File: config.mk
export PLATFORM = sky130hd
export DESIGN_NAME = obf_bounds
export DESIGN_NICKNAME = d
export VERILOG_FILES = /design/src/rtl/assert_macros.svh /design/src/rtl/obf_pkg.sv /design/src/rtl/obf_bounds.sv
export SDC_FILE = /design/constraint.sdc
export NUM_CORES = 1
export LEC_CHECK = 0
export BUFFER_PORTS_ARGS = -buffer_cell sky130_fd_sc_hd__buf_2
export CAP_MARGIN = 0
export CELL_PAD_IN_SITES_DETAIL_PLACEMENT = 1
export CELL_PAD_IN_SITES_GLOBAL_PLACEMENT = 1
export CORE_MARGIN = 5
export CORE_UTILIZATION = 47
export DETAILED_ROUTE_END_ITERATION = 16
export GPL_TIMING_DRIVEN = 0
export PLACE_DENSITY_LB_ADDON = 0.1
export SLEW_MARGIN = 20
export SYNTH_ARGS = -nofsm -noshare
export SYNTH_HDL_FRONTEND = slang
export SYNTH_SLANG_ARGS = --single-unit
File: constraint.sdc
create_clock -name clk -period 14.23 [get_ports clk]
set_clock_uncertainty 0.1 [all_clocks]
set_input_delay 1.423 -clock clk [delete_from_list [all_inputs] [get_ports clk]]
set_output_delay 1.423 -clock clk [all_outputs]
set_load 0.005 [all_outputs]
File: src/rtl/assert_macros.svh
// Assertion macros for the RTL of the oriented box fit block.
`ifndef ASSERT_MACROS_SVH
`define ASSERT_MACROS_SVH

// Check that a condition holds at every clock edge out of reset.
`define OBF_ASSERT(label, clk, rst_n, cond, msg) \
    label: assert property (@(posedge clk) disable iff (!rst_n) (cond)) else $error(msg);

// Check that a consequent holds in the same cycle as its antecedent.
`define OBF_ASSERT_IMPLY(label, clk, rst_n, ante, cons, msg) \
    label: assert property (@(posedge clk) disable iff (!rst_n) (ante) |-> (cons)) \
        else $error(msg);

`endif

File: src/rtl/obf_pkg.sv
// Shared constants and types of the oriented box fit block.
`timescale 1ns / 1ps
package obf_pkg;

    localparam int PAD_BITS       = 17;
    localparam int CFG_INDEX_BITS = 2;

    typedef enum logic [CFG_INDEX_BITS-1:0] {
        REG_ROT_ROW_0  = 2'd0,
        REG_ROT_ROW_1  = 2'd1,
        REG_ROT_ROW_2  = 2'd2,
        REG_PAD_MARGIN = 2'd3
    } cfg_reg_t;

endpackage

File: src/rtl/obf_bounds.sv
// Running per-axis min/max in the box frame, with midpoint and padded half-width.
`timescale 1ns / 1ps
module obf_bounds #(
    parameter int STATE_BITS = 34,
    parameter int HALF_BITS  = 31
) (
    input  logic                            clk,
    input  logic                            rst_n,
    input  logic [obf_pkg::PAD_BITS-1:0]    pad,
    input  logic                            q_valid,
    output logic                            q_ready,
    input  logic [2:0][STATE_BITS-1:0]      q,
    input  logic                            q_last,
    output logic                            res_valid,
    input  logic                            res_ready,
    output logic [2:0][STATE_BITS-1:0]      mid,
    output logic [2:0][HALF_BITS-1:0]       half
);
    import obf_pkg::*;

    localparam int S = STATE_BITS;
    localparam logic [S-1:0]        S_MAX    = {1'b0, {(S-1){1'b1}}};
    localparam logic [S-1:0]        S_MIN    = ~S_MAX;
    localparam logic signed [S:0]   HALF_MAX = (S+1)'({HALF_BITS{1'b1}});

    logic [2:0][S-1:0] lo_reg;
    logic [2:0][S-1:0] lo_next;
    logic [2:0][S-1:0] hi_reg;
    logic [2:0][S-1:0] hi_next;
    logic [2:0][S-1:0] fin_lo_reg;
    logic [2:0][S-1:0] fin_hi_reg;
    logic              fin_valid_reg;
    logic              fin_valid_next;
    logic              take;

    logic signed [S:0]   mid_sum [3];
    logic signed [S:0]   span [3];
    logic signed [S-1:0] half_span [3];
    logic signed [S:0]   padded [3];

    // Only a last vertex needs room in the result register.
    assign q_ready = !q_last || !fin_valid_reg || res_ready;
    assign take    = q_valid && q_ready;

    always_comb
    begin
        for (int k = 0; k < 3; k++)
        begin
            lo_next[k] = ($signed(q[k]) < $signed(lo_reg[k])) ? q[k] : lo_reg[k];
            hi_next[k] = ($signed(q[k]) > $signed(hi_reg[k])) ? q[k] : hi_reg[k];
        end
    end

    always_comb
    begin
        fin_valid_next = fin_valid_reg;
        if (take && q_last)
        begin
            fin_valid_next = 1'b1;
        end
        else if (res_ready)
        begin
            fin_valid_next = 1'b0;
        end
    end

    always_ff @(posedge clk or negedge rst_n)
    begin
        if (!rst_n)
        begin
            lo_reg        <= {3{S_MAX}};
            hi_reg        <= {3{S_MIN}};
            fin_valid_reg <= 1'b0;
        end
        else
        begin
            fin_valid_reg <= fin_valid_next;
            if (take)
            begin
                // Reopen the bounds once a set closes.
                lo_reg <= q_last ? {3{S_MAX}} : lo_next;
                hi_reg <= q_last ? {3{S_MIN}} : hi_next;
            end
        end
    end

    always_ff @(posedge clk)
    begin
        if (take && q_last)
        begin
            fin_lo_reg <= lo_next;
            fin_hi_reg <= hi_next;
        end
    end

    always_comb
    begin
        for (int k = 0; k < 3; k++)
        begin
            mid_sum[k]   = $signed({fin_hi_reg[k][S-1], fin_hi_reg[k]})
                         + $signed({fin_lo_reg[k][S-1], fin_lo_reg[k]});
            mid[k]       = mid_sum[k][S:1];
            span[k]      = $signed({fin_hi_reg[k][S-1], fin_hi_reg[k]})
                         - $signed({fin_lo_reg[k][S-1], fin_lo_reg[k]});
            half_span[k] = span[k][S:1];
            padded[k]    = $signed({half_span[k][S-1], half_span[k]})
                         + $signed((S+1)'(pad));
            if (padded[k] < 0)
            begin
                half[k] = '0;
            end
            else if (padded[k] > HALF_MAX)
            begin
                half[k] = HALF_MAX[HALF_BITS-1:0];
            end
            else
            begin
                half[k] = padded[k][HALF_BITS-1:0];
            end
        end
    end

    assign res_valid = fin_valid_reg;

endmodule
; Word-level counts from Yosys, hierarchy flattened
; Index checks and enable logic that the tools add are counted.
[word_totals]
ramBits = 0
romBits = 0
input_bits = 124
elab_cells = 57
mem_count = 0
ff_bits = 409
latchBits = 0
[op_classes]
n_shift = 0
n_mux = 16
addsub = 9
n_bitwise = 0
mul = 0
div_mod_pow = 0
n_eq_ne = 0
reduce_logical = 7
order_cmp = 12
[ops]
columns = operator, n
row1 = $mux W102, 2
row2 = $mux W34, 6
row3 = $mux W31, 6
row4 = $add A34 B18 Y35, 3
row5 = $add A34 B34 Y35, 3
row6 = $gt A35 B32 Y1 const B, 3
row7 = $lt A35 B1 Y1 const B, 3
row8 = $sub A34 B34 Y35, 3
row9 = $gt A34 B34 Y1, 3
row10 = $lt A34 B34 Y1, 3
row11 = $logic_and A1 B1 Y1, 2
row12 = $logic_not A1 Y1, 2
row13 = $logic_or A1 B1 Y1, 2
row14 = $mux W1, 2
row15 = $reduce_bool A2 Y1, 1

; Longest topological paths before layout
[logic_depth]
word_depth = 6
mapped_depth = 26
mapped_depth_nobuf = 24

; Worst setup path before layout
; OpenSTA, ideal clock, no wires.
[synth_path]
kind = input port to flip-flop
from = input port q_last
to = register fin_hi_reg[0] (netlist bit) (enable)
path_slack_ns = 2.748
required_ns = 13.357
path_buffers = 2
cell_stages = 6
setup_ns = 0.773
arrival_time_ns = 10.610
cell_sequence = inv_1 -> or3_1 -> nand2_1 -> clkbuf_1 -> clkbuf_1 -> nor2_1
[synth_via]
elab_chain_len = 5
[synth_rtl]
columns = element, line
row1 = "start, declared", obf_bounds.sv:13  ; input logic q_last,
row2 = $logic_not A1 Y1, obf_bounds.sv:42  ; assign q_ready = !q_last || !fin_valid_reg || res_ready;
row3 = $logic_or A1 B1 Y1 (2 in series), obf_bounds.sv:42
row4 = named net q_ready, obf_bounds.sv:11  ; output logic q_ready,
row5 = $logic_and A1 B1 Y1, obf_bounds.sv:43  ; assign take = q_valid && q_ready;
row6 = $logic_and A1 B1 Y1, obf_bounds.sv:89  ; if (take && q_last)
row7 = "end signal, assigned", obf_bounds.sv:92  ; fin_hi_reg <= hi_next;
row8 = "end, declared", obf_bounds.sv:31  ; logic [2:0][S-1:0] fin_hi_reg;
; The timed path passes the listed nets, and every way through them passes these cells.
; A chain may end at the register's enable or synchronous reset.

==> flow_metrics.env <==
export IMPL_dr_total_vias=35100
export IMPL_layout_nets=5319
export IMPL_slew_violations=0
export IMPL_clk_latency_ns=0.61
export IMPL_htreeDepth=2
export IMPL_fp_dieH_um=292
export IMPL_synth_top_cell_by_area="edfxtp_1"
export IMPL_core_mm2=0.0789
export IMPL_ant_nets=0
export IMPL_grt_usage_pct=30.4
export IMPL_cpMaxStageDelayCell="a21oi_1"
export IMPL_layout_common_cells="450 x ha_1, 438 x inv_1, 350 x buf_2"
export IMPL_synthesis_area_mm2=0.0373
export IMPL_post_place_ws_ns=6.49
export IMPL_worst_path_max_fanout=10
export IMPL_end_kind="output pin"
export IMPL_relSlewSlack_pct=17.7
export IMPL_min_path_cells=2
export IMPL_portBuffers=320
export IMPL_cts_sinks=409
export IMPL_fp_dieW_um=292
export IMPL_rr_worst_depth=15
export IMPL_drc_errors=0
export IMPL_layout_commonest_cell="ha_1"
export IMPL_setup_violations=0
export IMPL_tightestPinTransition_ns=1.23
export IMPL_min_period_ns=8.04
export IMPL_cts_buffers=45
export IMPL_ioPinCount=321
export IMPL_area_delta_synth_final_pct=12.6
export IMPL_ctsHoldBuffers=0
export IMPL_cts_reportedPaths_clkPinSlew_ns=0.07
export IMPL_antenna_found_initial=40
export IMPL_setup_ws_ns=6.19
export IMPL_final_util_pct=53.2
export IMPL_synth_top_area_share_pct=16.4
export IMPL_dieArea_mm2=0.0850
export IMPL_crit_top_cell="a21oi_1"
export IMPL_instances_no_fill=5850
export IMPL_crit_arrival_ns=6.52
export IMPL_grt_max_degree=84
export IMPL_synth_main_ff_cell="edfxtp_1"
export IMPL_cap_violations=0
export IMPL_cts_buffer_depth=3
export IMPL_finalCritPeriodShare_pct=56.5
export IMPL_synth_area_leaders="edfxtp_1 16%, ha_1 15%, dfstp_2 7.2%"
export IMPL_synth_edf_count=204
export IMPL_cts_tree="done"
export IMPL_hold_violations=0
export IMPL_ys_async_sr_fraction_pct=50.1
export IMPL_drt_pass1_iterations=5
export IMPL_status="complete, no violations"
export IMPL_ys_ff_latch=409
export IMPL_initial_utilization_pct=47.3
export IMPL_grt_pass1_vias=35900
export IMPL_max_freq_mhz=124
export IMPL_p_total_mw=8.27
export IMPL_p_per_area_mw_per_mm2=197
export IMPL_wl_um=135000
export IMPL_cts_resized_gates=0
export IMPL_vdd_drop_max_uv=100
export IMPL_dp_cells=5739
export IMPL_gr_total_overflow=0
export IMPL_cpPeakStageDelay_ns=0.41
export IMPL_post_cts_buffers=0
export IMPL_drt_iter0_drc=2262
export IMPL_ctsRootBufferMaster="clkbuf_16"
export IMPL_worstPathRequired_ns=12.71
export IMPL_grt_pass1_wl_um=207000
export IMPL_hp_class="reg2reg"
export IMPL_dpl_hpwl_um=110000
export IMPL_synth_cells=4360
export IMPL_yosysUniqueCellTypes=95
export IMPL_ys_seq_area_share_pct=30.5
export IMPL_synth_fp_nets=4943
export IMPL_yosysWarnings=0
export IMPL_wire_per_inst_um=23.0
export IMPL_row_count=103
export IMPL_leakage_nw=18.3
export IMPL_synth_area_per_cell_um2=8.55
export IMPL_crit_type="reg2out"
export IMPL_gp_congestion=0.946
export IMPL_drive_gt1_share_pct=13.8
export IMPL_vias_per_cell=6.00
export IMPL_worstSetupStartpointType="flip-flop"
export IMPL_setup_tns_ns=0
export IMPL_rsz0062_at_grt="no"
worst max-delay path, delay by kind of cell, from the launching register on:
kind                     cells  cell delay, ns
AO/OA/AOI/OAI               13            2.74
XOR/XNOR                     1            0.15
adder cells (fa/ha/maj)      2            0.52
buffers and inverters        3            0.87
flip-flops                   1            0.39
AND/OR/NAND/NOR              7            1.26
path summary, 6_finish.rpt:
kind | from | to | slack, ns
setup / recovery | fin_hi_reg[4]$_DFFE_PP_ | half[15] | 6.19
hold / removal | hi_reg[15]$_DFFE_PN0P_ | hi_reg[15]$_DFFE_PN0P_ | 0.41
setup reg to reg | hi_reg[3]$_DFFE_PN0P_ | fin_hi_reg[3]$_DFFE_PP_ | 9.20
hold reg to reg | hi_reg[15]$_DFFE_PN0P_ | hi_reg[15]$_DFFE_PN0P_ | 0.41
max in group asynchronous | rst_n | lo_reg[62]$_DFFE_PN1P_ | 12.16
min in group asynchronous | rst_n | hi_reg[2]$_DFFE_PN0P_ | 0.64
cells in the mapped netlist (10+ instances only):
cell type	n
a21o_1	113
o31ai_1	23
and3_1	22
nand4_1	57
and2_1	15
nor3_1	135
or3_1	22
a311oi_1	38
nand2_1	338
nor2_1	245
buf_2	31
a21oi_1	338
o311ai_0	71
nor4_1	47
ha_1	450
nor2b_1	47
or2_2	10
dfrtp_1	103
xnor2_1	169
or4_1	15
o21ai_0	269
a211oi_1	30
a221oi_1	41
a22oi_1	32
nand2b_1	56
a31oi_1	27
xor2_1	74
o21bai_1	39
nand3_1	118
and4_1	12
dfstp_2	102
a211o_1	10
clkbuf_1	188
o211ai_1	34
o22ai_1	38
inv_1	438
a21boi_0	13
o22a_1	61
edfxtp_1	204
o21ai_2	13
o21a_1	31
o21ai_1	23
mux2_2	69
cell type report:
| type | count | area, um^2 |
|---|---|---|
| clock buffers | 55 | 1190 |
| well taps | 1050 | 1310 |
| fillers | 9580 | 36900 |
| inverters | 440 | 1650 |
| clock inverters | 29 | 268 |
| multi-input cells | 3277 | 23300 |
| repair buffers | 329 | 1820 |
| diodes | 27 | 67.6 |
| plain buffers | 234 | 962 |
| flip-flops and latches | 409 | 11400 |
per-layer routing:
| metal | track usage (%) | part of all wire, % | vias up |
|---|---|---|---|
| li1 | - | - | 16600 |
| met1 | 40.9 | 44 | 17300 |
| met2 | 50.2 | 46 | 938 |
| met3 | 4.07 | 5.6 | 217 |
| met4 | 11.2 | 4.1 | 6 |
| met5 | 0 | 0.019 | - |
stage by stage:
step / instance area [um^2] / hold slack (ns)
floorplan: 37300 / 0.375
global placement: 40200 / 0.389
detailed placement: 40400 / 0.400
CTS: 41900 / 0.414
global route: 41900 / 0.428
finish: 42000 / 0.409
power breakdown:
group          internal, mW  switching (mW)
Clock                 0.660           0.526
Sequential             1.76           0.220
Combinational          1.95            3.15
cells by family (layout without fill, tap and decap cells):
family	Yosys count	in the layout	synth area share [%]
AOI/OAI and AO/OA	1322	1322	23.5
and+or+nand+nor	1178	1178	15.4
buffers and inverters	674	1087	7.01
adders and majority gates	459	459	15.6
DFF	409	409	30.5
xor gates and xnor gates	243	243	5.71
muxes	75	75	2.25
other	0	27	0
No activity file was read; power rests on OpenSTA's default activity.
