### config.mk
export PLATFORM = sky130hd
export DESIGN_NAME = obf_cfg_regs_flat
export DESIGN_NICKNAME = d
export VERILOG_FILES = /design/src/rtl/assert_macros.svh /design/src/rtl/obf_pkg.sv /design/src/rtl/obf_cfg_if.sv /design/src/rtl/obf_cfg_regs.sv /design/src/flat_wrapper.sv
export SDC_FILE = /design/constraint.sdc
export NUM_CORES = 1
export LEC_CHECK = 0
export BUFFER_PORTS_ARGS = -buffer_cell sky130_fd_sc_hd__buf_2
export CAP_MARGIN = 10
export CORE_UTILIZATION = 45
export CTS_CLUSTER_SIZE = 28
export DETAILED_ROUTE_END_ITERATION = 16
export PLACE_DENSITY = 0.73
export RECOVER_POWER = 25
export SYNTH_ARGS = -nofsm -noshare
export SYNTH_HDL_FRONTEND = slang
export SYNTH_SLANG_ARGS = --single-unit
### constraint.sdc
create_clock -name clk -period 1.2 [get_ports clk]
set_clock_uncertainty 0.1 [all_clocks]
set_input_delay 0.24 -clock clk [delete_from_list [all_inputs] [get_ports clk]]
set_output_delay 0.24 -clock clk [all_outputs]
set_load 0.01 [all_outputs]
### src/rtl/assert_macros.svh
// Assertion macros for the RTL of the oriented box fit block.
`ifndef ASSERT_MACROS_SVH
`define ASSERT_MACROS_SVH

// Check that a condition holds at every clock edge out of reset.
`define OBF_ASSERT(label, clk, rst_n, cond, msg) \
    label: assert property (@(posedge clk) disable iff (!rst_n) (cond)) else $error(msg);

// Check that a consequent holds in the same cycle as its antecedent.
`define OBF_ASSERT_IMPLY(label, clk, rst_n, ante, cons, msg) \
    label: assert property (@(posedge clk) disable iff (!rst_n) (ante) |-> (cons)) \
        else $error(msg);

`endif

### src/rtl/obf_pkg.sv
// Shared constants and types of the oriented box fit block.
`timescale 1ns / 1ps
package obf_pkg;

    localparam int PAD_BITS       = 17;
    localparam int CFG_INDEX_BITS = 2;

    typedef enum logic [CFG_INDEX_BITS-1:0] {
        REG_ROT_ROW_0  = 2'd0,
        REG_ROT_ROW_1  = 2'd1,
        REG_ROT_ROW_2  = 2'd2,
        REG_PAD_MARGIN = 2'd3
    } cfg_reg_t;

endpackage

### src/rtl/obf_cfg_if.sv
// Configuration write channel: register index and data with valid/ready.
`timescale 1ns / 1ps
interface obf_cfg_if #(
    parameter int DATA_BITS = 54
);
    import obf_pkg::*;

    logic                      valid;
    logic                      ready;
    logic [CFG_INDEX_BITS-1:0] index;
    logic [DATA_BITS-1:0]      data;

    modport source (output valid, output index, output data, input ready);
    modport sink (input valid, input index, input data, output ready);
endinterface

### src/rtl/obf_cfg_regs.sv
// Configuration registers: box rotation rows and pad margin.
`timescale 1ns / 1ps
module obf_cfg_regs #(
    parameter int ROT_BITS = 18
) (
    input  logic                          clk,
    input  logic                          rst_n,
    obf_cfg_if.sink                       cfg,
    output logic [2:0][2:0][ROT_BITS-1:0] rot,
    output logic [obf_pkg::PAD_BITS-1:0]  pad
);
    import obf_pkg::*;

    localparam logic [ROT_BITS-1:0] ROT_ONE = ROT_BITS'(1) << (ROT_BITS - 2);

    logic [2:0][2:0][ROT_BITS-1:0] rot_reg;
    logic [PAD_BITS-1:0]           pad_reg;
    logic                          wr_en;

    assign cfg.ready = 1'b1;
    assign wr_en     = cfg.valid;

    always_ff @(posedge clk or negedge rst_n)
    begin
        if (!rst_n)
        begin
            for (int i = 0; i < 3; i++)
            begin
                for (int j = 0; j < 3; j++)
                begin
                    rot_reg[i][j] <= (i == j) ? ROT_ONE : '0;
                end
            end
            pad_reg <= PAD_BITS'(1);
        end
        else if (wr_en)
        begin
            case (cfg_reg_t'(cfg.index))
                REG_ROT_ROW_0:  rot_reg[0] <= cfg.data[3*ROT_BITS-1:0];
                REG_ROT_ROW_1:  rot_reg[1] <= cfg.data[3*ROT_BITS-1:0];
                REG_ROT_ROW_2:  rot_reg[2] <= cfg.data[3*ROT_BITS-1:0];
                REG_PAD_MARGIN: pad_reg    <= cfg.data[PAD_BITS-1:0];
                default:        pad_reg    <= pad_reg;
            endcase
        end
    end

    assign rot = rot_reg;
    assign pad = pad_reg;

endmodule

### src/flat_wrapper.sv
// flat-port wrapper written by rule: the top's interface ports become plain ports
module obf_cfg_regs_flat import obf_pkg::*;
#(
    parameter int ROT_BITS = 18
)
  (clk, rst_n, rot, pad, cfg_valid, cfg_index, cfg_data, cfg_ready);
  obf_cfg_if cfg_i ();
  input  logic clk;
  input  logic rst_n;
  output logic [2:0][2:0][ROT_BITS-1:0] rot;
  output logic [obf_pkg::PAD_BITS-1:0] pad;
  input wire logic [$bits(cfg_i.valid)-1:0] cfg_valid;
  input wire logic [$bits(cfg_i.index)-1:0] cfg_index;
  input wire logic [$bits(cfg_i.data)-1:0] cfg_data;
  output wire logic [$bits(cfg_i.ready)-1:0] cfg_ready;
  assign cfg_i.valid = cfg_valid;
  assign cfg_i.index = cfg_index;
  assign cfg_i.data = cfg_data;
  assign cfg_ready = cfg_i.ready;
  obf_cfg_regs #(.ROT_BITS(ROT_BITS)) u_core (.clk(clk), .rst_n(rst_n), .cfg(cfg_i), .rot(rot), .pad(pad));
endmodule
; ---- Yosys cells after proc, flatten, opt, wreduce, memory -nomap -nowiden
; Cells that the tools add are included.
[word_totals]
out_inout_bits = 180
word_cells = 18
inputBits = 59
reg_bits = 179
[op_classes]
n_reduce_logical = 5
eq_ne = 3
[ops]
columns = operator, count
row1 = $reduce_and 2->1, 4
row2 = $eq 2x2->1 const B, 2
row3 = $eq 2x1->1 const B, 1
row4 = $logic_not 2->1, 1

; ---- Logic depth before layout (Yosys ltp)
; Gate-level depths: netlist of the first run.
[depth]
depth_word = 2
depth_mapped = 4
ltp_nobuf = 2

; ---- Worst setup path before layout of the first run
; Ideal clock, no wire load.
[synth_path]
path_kind = input-to-reg
start = in cfg_index[1]
end = reg u_core.rot_reg (netlist bit u_core.rot[0])
n_path_buf = 2
setup_ns = 0.125
t_arrival_ns = 1.045
path_slack_ns = -0.070
path_stages = 4
t_required_ns = 0.975
path_cell_list = nor3b_2 -> buf_6 -> buf_12 -> mux2_4
[synth_between]
elab_chain_len = 2
[synth_rtl]
columns = item, line
row1 = from (decl), flat_wrapper.sv:13  ; input wire logic [$bits(cfg_i.index)-1:0] cfg_index;
row2 = $logic_not 2->1, obf_cfg_regs.sv:38  ; case (cfg_reg_t'(cfg.index))
row3 = $reduce_and 2->1 (no source line), n/a
row4 = "to (signal, indexed assignment)", obf_cfg_regs.sv:31  ; rot_reg[i][j] <= (i == j) ? ROT_ONE : '0;
row5 = to (decl), obf_cfg_regs.sv:16  ; logic [2:0][2:0][ROT_BITS-1:0] rot_reg;
; Every way passes these cells.
; A chain may end at the register's enable or synchronous reset.

; ---- Worst setup path in the final report of the first run
[layout_path]
start = reg u_core.rot_reg (netlist bit u_core.rot[88])
end = out rot[88] (netlist bit)
[layout_lines]
columns = item, line
row1 = to (decl), flat_wrapper.sv:10  ; output logic [2:0][2:0][ROT_BITS-1:0] rot;
; No word-level cell between the ends.

==> results of run 1 <==
[final timing paths]
path / from / endpoint / depth (start not counted)
min: cfg_data[11] / u_core.rot[65]$_DFFE_PN0P_ / 2
min in group asynchronous: rst_n / u_core.rot[123]$_DFFE_PN0P_ / 2
min reg2reg: u_core.pad[5]$_DFFE_PN0P_ / u_core.pad[5]$_DFFE_PN0P_ / 1
max reg2reg: u_core.rot[11]$_DFFE_PN0P_ / u_core.rot[11]$_DFFE_PN0P_ / 3
max in group asynchronous: rst_n / u_core.rot[17]$_DFFE_PN0P_ / 3
max: u_core.rot[88]$_DFFE_PN1P_ / rot[88] / 1
[layer usage]
metal | GRT usage [%] | part of all wire [%] | vias up
met5 | 0 | 0 | -
met4 | 9.94 | 2.9 | 0
met3 | 6.76 | 5.2 | 46
met2 | 39.3 | 52 | 180
met1 | 26.3 | 39 | 2594
li1 | - | - | 2307
[power breakdown]
group	leakage [nW]	switching (W)	internal [W]
clock	0.268	0.00237	0.00328
sequential	2.11	0.000784	0.00721
combinational	3.71	0.00226	0.00412
total	6.09	0.00541	0.0146
[metrics by stage]
step | setup TNS [ps] | instance area [um^2] | power, W
floorplan | -4000 | 7460 | 0.0102
global route | -44170 | 11700 | 0.0209
detailed placement | -48800 | 8990 | 0.0121
finish | -21720 | 11700 | 0.0200
CTS | -19260 | 11000 | 0.0190
global placement | -45930 | 8990 | 0.0120
[cells by family (layout without fill, tap and decap cells)]
family,count (synthesis),count (layout),synth area share (%)
buffers and inverters,20,514,4.73
DFF,179,179,60.1
muxes,179,179,34.6
other,1,1,0.0503
and+or+nand+nor,4,4,0.503
[layout by cell type, fill, tap and decap left out]
master	count
buf_4	183
nand3b_1	2
clkinvlp_4	3
nor3b_4	1
inv_6	2
clkbuf_2	1
dfstp_2	4
buf_6	70
clkbuf_4	1
bufinv_16	3
mux2_2	29
clkbuf_16	17
conb_1	1
buf_12	9
buf_2	166
dlygate4sd3_1	53
clkbuf_1	6
nand3_2	1
mux2_4	150
dfrtp_1	175
[timing repair]
item	in CTS	in global routing
gates resized for setup	33	41
endpoints found under the hold margin	342	0
setup endpoints to repair	179	179
hold buffers	53	0
pin swaps	0	0
buffers inserted	95	59
[cell type report]
cell class / instances / area (um^2) / share of cell area (%)
Sequential cell: 179 / 4480 / 38.4
Clock buffer: 23 / 448 / 3.84
Multi-Input combinational cell: 184 / 2630 / 22.5
Timing Repair Buffer: 483 / 3720 / 31.8
Tap cell: 216 / 270 / 2.31
Clock inverter: 8 / 130 / 1.11
==> flow_summary.yaml, run 1 <==
routing:
  drt-total-wl_um: 20700
  drt-wirelength-per-cell_um: 19.0
  drtPass1Iterations: 4
  drt_iter0_markers: 155
  via_count: 5127
  routed_via_density: 4.69
  antenna_left: 0
  route.detailed.drc: 0
outcome:
  run_status: "finished, violations left"
  violations: "negative setup slack"
timing:
  period_needed_ps: 1430
  finalHoldViolations: 0
  fin_ws_ps: -231
  max-slew-margin-rel_pct: 46.3
  drv_slew: 0
  fin_crit_sh_pct: 119
  worstMarginPinSlew_ps: 806
  finalHoldWorstSlack_ps: 23.1
  max_clock_freq_mhz: 699
  setup_viol: 279
  grt_setup_unrepaired: "true"
finish:
  largest_reg_flops: 162
  fin_util_pct: 72.7
  instances_no_fill: 1093
  fillCellCount: 963
  drive_above_1_share_pct: 73.0
  n_antenna_cell: 0
  layout.nets: 924
  syn_to_final_growth_pct: 56.6
place:
  placed_cells: 855
  io_buffer_count: 237
  place_congestion: 0.778
  dp_worst_setup_slack_ps: -372
  dp_hpwl_um: 11800
synth:
  synthCells: 383
  synth_cell_types: 11
  synthArstFlopShare_pct: 100
  yosys_register_bits: 179
  synth.area.top_cells: "dfrtp_1 (59%), mux2_4 (30%), mux2_2 (4.4%), buf_12 (4.0%), dfstp_2 (1.4%)"
  syn-cell-area_um2: 7460
  synth_edf_count: 0
  synthTopCellsByCount: "dfrtp_1 (175), mux2_4 (150), mux2_2 (29), buf_12 (15)"
  synth_warnings: 0
  yosysTopAreaCell: "dfrtp_1"
  seq_area_frac_synth_pct: 60.1
  synth.avg_cell_area_um2: 19.5
  syn_nets: 442
  synth_top_area_share_pct: 58.7
  synth_flop_cell: "dfrtp_1"
  synth.most_common_cell: "dfrtp_1"
run:
  cap_violations: 0
critical_path:
  ff2ff_setup_slack_ps: 40
  cp_cell_sequence: "buf_6"
  cp.arrival_ps: 1090
  cp-end-kind: "output pin"
  cp_slowest_stage_delay_ps: 560
  cp_top_family: "flip-flops"
  critPathMaxFanout: 2
  critPathLaunchType: "register"
  required_ps: 860
  path_class: "reg2out"
  cp_slowest_cell: "dfstp_2"
  cp_num_buf_inv: 1
die:
  rows: 46
  die_y_um: 131
  initial_utilization_pct: 46.4
  design.die.area_um2: 17100
  core_area_um2: 16100
  io_pins: 239
  die_w_um: 131
power_and_ir_drop:
  vdd_drop_max_mv: 0.984
  leakage_nw: 6.09
  p_per_area_nw_per_um2: 1710
global_routing:
  track_usage_pct: 22.8
  grt_pass1_vias: 5444
  grt_max_degree: 39
  grt_pass1_wl_um: 28900
  overflow: 0
  antenna_found_initial: 0
clocking:
  cts_root_buffer: "clkbuf_16"
  htreeDepth: 4
  cts_tree: "built"
  clk_latency_ps: 430
  clk_pin_slew_ps: 70
  cts_buffer_depth: 2
  cts_num_sinks: 179
  cts_buffers: 17
worst_hold_path:
  worstHoldPathType: "in2reg"
No activity file was read; power rests on OpenSTA's default activity.
==> run 2: changes to the inputs <==
==> constraint.sdc (replaced) <==
create_clock -name clk -period 1.2 [get_ports clk]
set_clock_uncertainty 0.1 [all_clocks]
set_input_delay 0.18 -clock clk [delete_from_list [all_inputs] [get_ports clk]]
set_output_delay 0.18 -clock clk [all_outputs]
set_load 0.01 [all_outputs]
==> run 2 against run 1 <==
Net effect: the flow still finishes with violations (negative setup slack); maximum frequency grew 5.3%; sequential share of layout area grew 0.25 points; cell count grew 0.37%; critical path depth is the same; sequential power is essentially flat; flip-flop and latch count is the same; wire length shrank 3.2%; largest cell class unchanged.
==> flow_summary.yaml, run 2 (synthesized netlist as in run 1, its figures left out) <==
timing:
  fin_crit_sh_pct: 113
  period_needed_ps: 1360
  finalHoldViolations: 0
  tns_ps: -5010
  setup_viol: 179
  fin_ws_ps: -159
  drv_slew: 0
  grt_setup_unrepaired: "true"
  max_clock_freq_mhz: 736
routing:
  drt-wirelength-per-cell_um: 18.3
  via_count: 5204
  drtPass1Iterations: 4
  antenna_left: 0
  drt_iter0_markers: 153
  drt-total-wl_um: 20100
  route.detailed.drc: 0
  routed_via_density: 4.74
die:
  core_area_um2: 16100
  die_y_um: 131
  rows: 46
  initial_utilization_pct: 46.4
  die_w_um: 131
  io_pins: 239
  design.die.area_um2: 17100
power_and_ir_drop:
  vdd_drop_max_mv: 0.922
  p_int_w: 0.0142
  leakage_nw: 6.09
  p_per_area_nw_per_um2: 1690
  switching_power_w: 0.00535
  clockPowerShare_pct: 27.6
  p_total_w: 0.0196
  p_comb_share_pct: 31.7
  power.share.switching_pct: 27.3
  seqPwrFrac_pct: 40.7
finish:
  multi_input_area_um2: 2630
  fillCellCount: 963
  largest_reg_flops: 162
  fin_util_pct: 72.2
  syn_to_final_growth_pct: 55.6
  register_area_um2: 4480
  drive_above_1_share_pct: 73.6
  layout.nets: 927
  n_antenna_cell: 0
  mostFrequentLayoutCell: "buf_4"
  mostFrequentLayoutCells: "buf_4 (183), buf_2 (181), dfrtp_1 (175)"
global_routing:
  grt_pass1_wl_um: 28600
  grt_max_degree: 51
  overflow: 0
  grt_pass1_vias: 5412
  antenna_found_initial: 0
  track_usage_pct: 22.5
clocking:
  cts_root_buffer: "clkbuf_16"
  clk_pin_slew_ps: 70
  cts_buffers: 17
  cts_num_sinks: 179
  clk_latency_ps: 410
  cts_tree: "built"
  cts_buffer_depth: 2
  htreeDepth: 4
critical_path:
  path_depth: 1
  cp_num_buf_inv: 1
  cp-end-kind: "output pin"
  timing.rr.start: "u_core.rot[85]$_DFFE_PN0P_"
  critPathLaunchType: "register"
  critPathMaxFanout: 2
  cp_cell_sequence: "buf_6"
  cp_top_family: "flip-flops"
  ff2ff_setup_slack_ps: 60
  cp_slowest_cell: "dfstp_2"
  path_class: "reg2out"
  r2r-end: "u_core.rot[85]$_DFFE_PN0P_"
  r2r_cells: 3
  required_ps: 920
  crit_path_start: "u_core.rot[88]$_DFFE_PN1P_"
  cp_slowest_stage_delay_ps: 560
  cp.arrival_ps: 1080
outcome:
  violations: "negative setup slack"
  run_status: "finished, violations left"
place:
  dp_worst_setup_slack_ps: -299
  io_buffer_count: 237
  dp_hpwl_um: 12100
  place_congestion: 0.791
run:
  cap_violations: 0
worst_hold_path:
  worstHoldPathType: "in2async"
==> run 2: cell count changes in the layout (fill, tap and decap cells not counted), moves of 2 or more <==
cell           delta
buf_2            +15
buf_6            -14
clkbuf_1          -6
clkinv_2          +5
clkbuf_8          +3
bufinv_16         -2
dlygate4sd3_1     +2
==> run 2: what timing repair did <==
action | in CTS | in global routing
hold endpoints to repair | 357 | 0
hold buffers | 55 | 0
gates resized for setup | 24 | 32
setup endpoints to repair | 179 | 179
setup buffers | 96 | 54
==> run 2: worst max path at each step <==
stage	to	slack, ps
after global placement	u_core.rot[44]$_DFFE_PN0P_	-260
after global routing	rot[88]	-200
after CTS	rot[160]	-170
after detailed placement	u_core.rot[23]$_DFFE_PN0P_	-300
after floorplan	u_core.rot[0]$_DFFE_PN0P_	-9
final	rot[88]	-160
==> run 2: area by class of cell <==
type | count | area share (%)
Tap cell | 216 | 2.33
Multi-Input combinational cell | 184 | 22.6
Timing Repair Buffer | 486 | 31.5
Clock inverter | 12 | 0.895
Sequential cell | 179 | 38.7
Clock buffer | 20 | 4.02
==> run 2: power by group through the flow <==
| stage | sequential, W | combinational (W) | clock, W |
|---|---|---|---|
| 2_1_floorplan | 0.00844 | 0.00180 | 0 |
| 3_5_place_dp | 0.00796 | 0.00418 | 0 |
| 3_3_place_gp | 0.00792 | 0.00406 | 0 |
| 4_1_cts | 0.00785 | 0.00541 | 0.00548 |
| 5_1_grt | 0.00808 | 0.00660 | 0.00577 |
| 6_report | 0.00797 | 0.00621 | 0.00540 |
==> run 2: stage by stage <==
stage	hold slack, ps	instances	instance area, um^2
after floorplan	-216	383	7460
after detailed placement	-69.7	860	9030
after global routing	162	1097	11600
after global placement	-71.9	860	9030
after CTS	40.8	1043	11000
final	143	1097	11600
==> run 2: metal layers <==
metal	wire [um]	GRT usage (%)	vias to the layer above	part of all wire, %
met2	10300	37.8	185	51
met3	1020	6.47	39	5.1
met4	458	7.30	0	2.3
met5	0	0	-	0
li1	-	-	2318	-
met1	8280	27.9	2662	41
==> run 3: changes to the inputs <==
CTS_BUF_LIST = sky130_fd_sc_hd__clkbuf_2 sky130_fd_sc_hd__clkbuf_4 sky130_fd_sc_hd__clkbuf_8   (was unset)
GPL_TIMING_DRIVEN = 0   (was unset)
SKIP_LAST_GASP = 1   (was unset)
==> run 3 against run 2 <==
Net effect: the flow finishes with violations (negative hold slack, negative setup slack); first-iteration DRC count down 24%; cell area shrank 2.7%; largest cell class unchanged; hold slack worse by 230 ps; flip-flop and latch count stayed put; critical path depth stayed put; total power fell by 7.4%; maximum frequency fell by 4.1%; highest routed layer unchanged; sequential power about the same; clock power fell by 24%; setup slack worse by 58 ps; sequential share of layout area up 1.1 points.
==> flow_summary.yaml, run 3 (synthesized netlist as in run 1, its figures left out) <==
timing:
  finalHoldViolations: 92
  worstMarginPinSlew_ps: 1320
  max-slew-margin-rel_pct: 12.3
  fin_crit_sh_pct: 118
  period_needed_ps: 1420
  finalHoldWorstSlack_ps: -91.8
  grt_setup_unrepaired: "true"
  max_clock_freq_mhz: 706
  fin_ws_ps: -217
  drv_slew: 0
  setup_viol: 179
critical_path:
  critPathLaunchType: "register"
  r2r_cells: 3
  cp_cell_sequence: "buf_6"
  cp_slowest_cell: "dfstp_2"
  cp_top_family: "flip-flops"
  cp_num_buf_inv: 1
  cp_slowest_stage_delay_ps: 570
  cp-end-kind: "output pin"
  timing.rr.start: "u_core.rot[93]$_DFFE_PN0P_"
  cp.arrival_ps: 1140
  ff2ff_setup_slack_ps: 20
  path_class: "reg2out"
  required_ps: 920
  r2r-end: "u_core.rot[93]$_DFFE_PN0P_"
  critPathMaxFanout: 2
clocking:
  cts_buffer_depth: 2
  htreeDepth: 4
  clk_pin_slew_ps: 100
  cts_hold_buf: 54
  clk_latency_ps: 460
  cts_buffers: 17
  cts_tree: "built"
  cts_num_sinks: 179
  cts_root_buffer: "clkbuf_8"
routing:
  drt_iter0_markers: 117
  drtPass1Iterations: 4
  drt-wirelength-per-cell_um: 18.1
  routed_via_density: 4.72
  drt-total-wl_um: 19100
  antenna_left: 0
  via_count: 4988
  route.detailed.drc: 0
place:
  dp_hpwl_um: 11200
  io_buffer_count: 237
  dp_worst_setup_slack_ps: -267
  placed_cells: 837
  place_congestion: 0.740
outcome:
  violations: "negative hold slack, negative setup slack"
  run_status: "finished, violations left"
finish:
  multi_input_area_um2: 2630
  mostFrequentLayoutCells: "dfrtp_1 (175), buf_2 (171), mux2_4 (150)"
  fillCellCount: 1004
  register_area_um2: 4480
  fin_util_pct: 70.3
  layout.nets: 887
  mostFrequentLayoutCell: "dfrtp_1"
  drive_above_1_share_pct: 72.4
  n_antenna_cell: 0
  syn_to_final_growth_pct: 51.3
  instances_no_fill: 1057
  largest_reg_flops: 162
global_routing:
  antenna_found_initial: 0
  track_usage_pct: 21.2
  use_met3_pct: 7.17
  overflow: 0
  grt_pass1_vias: 5256
  grt_max_degree: 96
  use_met1_pct: 25.2
  met2_usage_pct: 35.8
  grt_pass1_wl_um: 27200
  top_usage_layer: "met2"
die:
  die_w_um: 131
  core_area_um2: 16100
  initial_utilization_pct: 46.4
  rows: 46
  design.die.area_um2: 17100
  die_y_um: 131
  io_pins: 239
power_and_ir_drop:
  leakage_nw: 5.86
  p_int_w: 0.0128
  clockPowerShare_pct: 22.6
  power.share.switching_pct: 29.3
  p_per_area_nw_per_um2: 1610
  p_comb_share_pct: 33.6
  p_total_w: 0.0181
  vdd_drop_max_mv: 1.12
  switching_power_w: 0.00531
  seqPwrFrac_pct: 43.8
run:
  cap_violations: 0
worst_hold_path:
  worstHoldPathType: "in2async"
run 3: cell types whose count changed in the layout (fill, tap and decap cells not counted), sizes merged:
cell | previous run | this run
clkinvlp | 3 | 4
inv | 3 | 6
clkbuf | 22 | 18
buf | 429 | 391
clkinv | 5 | 4
dlygate4sd3 | 55 | 54
run 3: power groups by stage:
stage,Combinational (W),Clock (W),Sequential (W)
detailed placement,0.00416,0,0.00792
finish,0.00609,0.00409,0.00795
global placement,0.00405,0,0.00786
global route,0.00648,0.00441,0.00807
floorplan,0.00180,0,0.00844
CTS,0.00536,0.00415,0.00782
run 3: what timing repair did:
action	4_1_cts	5_1_grt
setup buffers	85	49
hold endpoints to repair	271	92
gates resized for setup	35	34
gates cloned	0	0
setup endpoints to repair	179	179
pin swaps	0	0
run 3: per-layer routing:
metal	vias to the layer above	part of all wire, %
met5	-	0
met4	0	2.0
met3	28	6.3
met2	167	52
met1	2555	40
li1	2238	-
run 3: per-stage QoR:
step,cell area (um^2),TNS [ps]
2_1_floorplan,7460,-439
3_3_place_gp,8920,-505260
3_5_place_dp,8960,-34290
4_1_cts,10700,-18600
5_1_grt,11300,-35240
6_report,11300,-13850
run 3: cell type report:
class,instances,share of cell area (%)
Timing Repair Buffer,426,28.1
Clock inverter,15,1.32
Sequential cell,179,39.7
Multi-Input combinational cell,184,23.3
Clock buffer,17,2.07
Buffer,20,3.13
Tap cell,216,2.39
run 3: worst max path at each step:
| stage | endpoint | slack [ps] | depth (start not counted) | from |
|---|---|---|---|---|
| after floorplan | u_core.rot[0]$_DFFE_PN0P_ | -9 | 4 | cfg_index[1] |
| after global placement | u_core.rot[153]$_DFFE_PN0P_ | -2690 | 1 | rst_n |
| after detailed placement | u_core.rot[12]$_DFFE_PN0P_ | -270 | 5 | cfg_index[1] |
| after CTS | rot[16] | -240 | 1 | u_core.rot[16]$_DFFE_PN1P_ |
| after global routing | rot[16] | -270 | 1 | u_core.rot[16]$_DFFE_PN1P_ |
| final | rot[16] | -220 | 1 | u_core.rot[16]$_DFFE_PN1P_ |
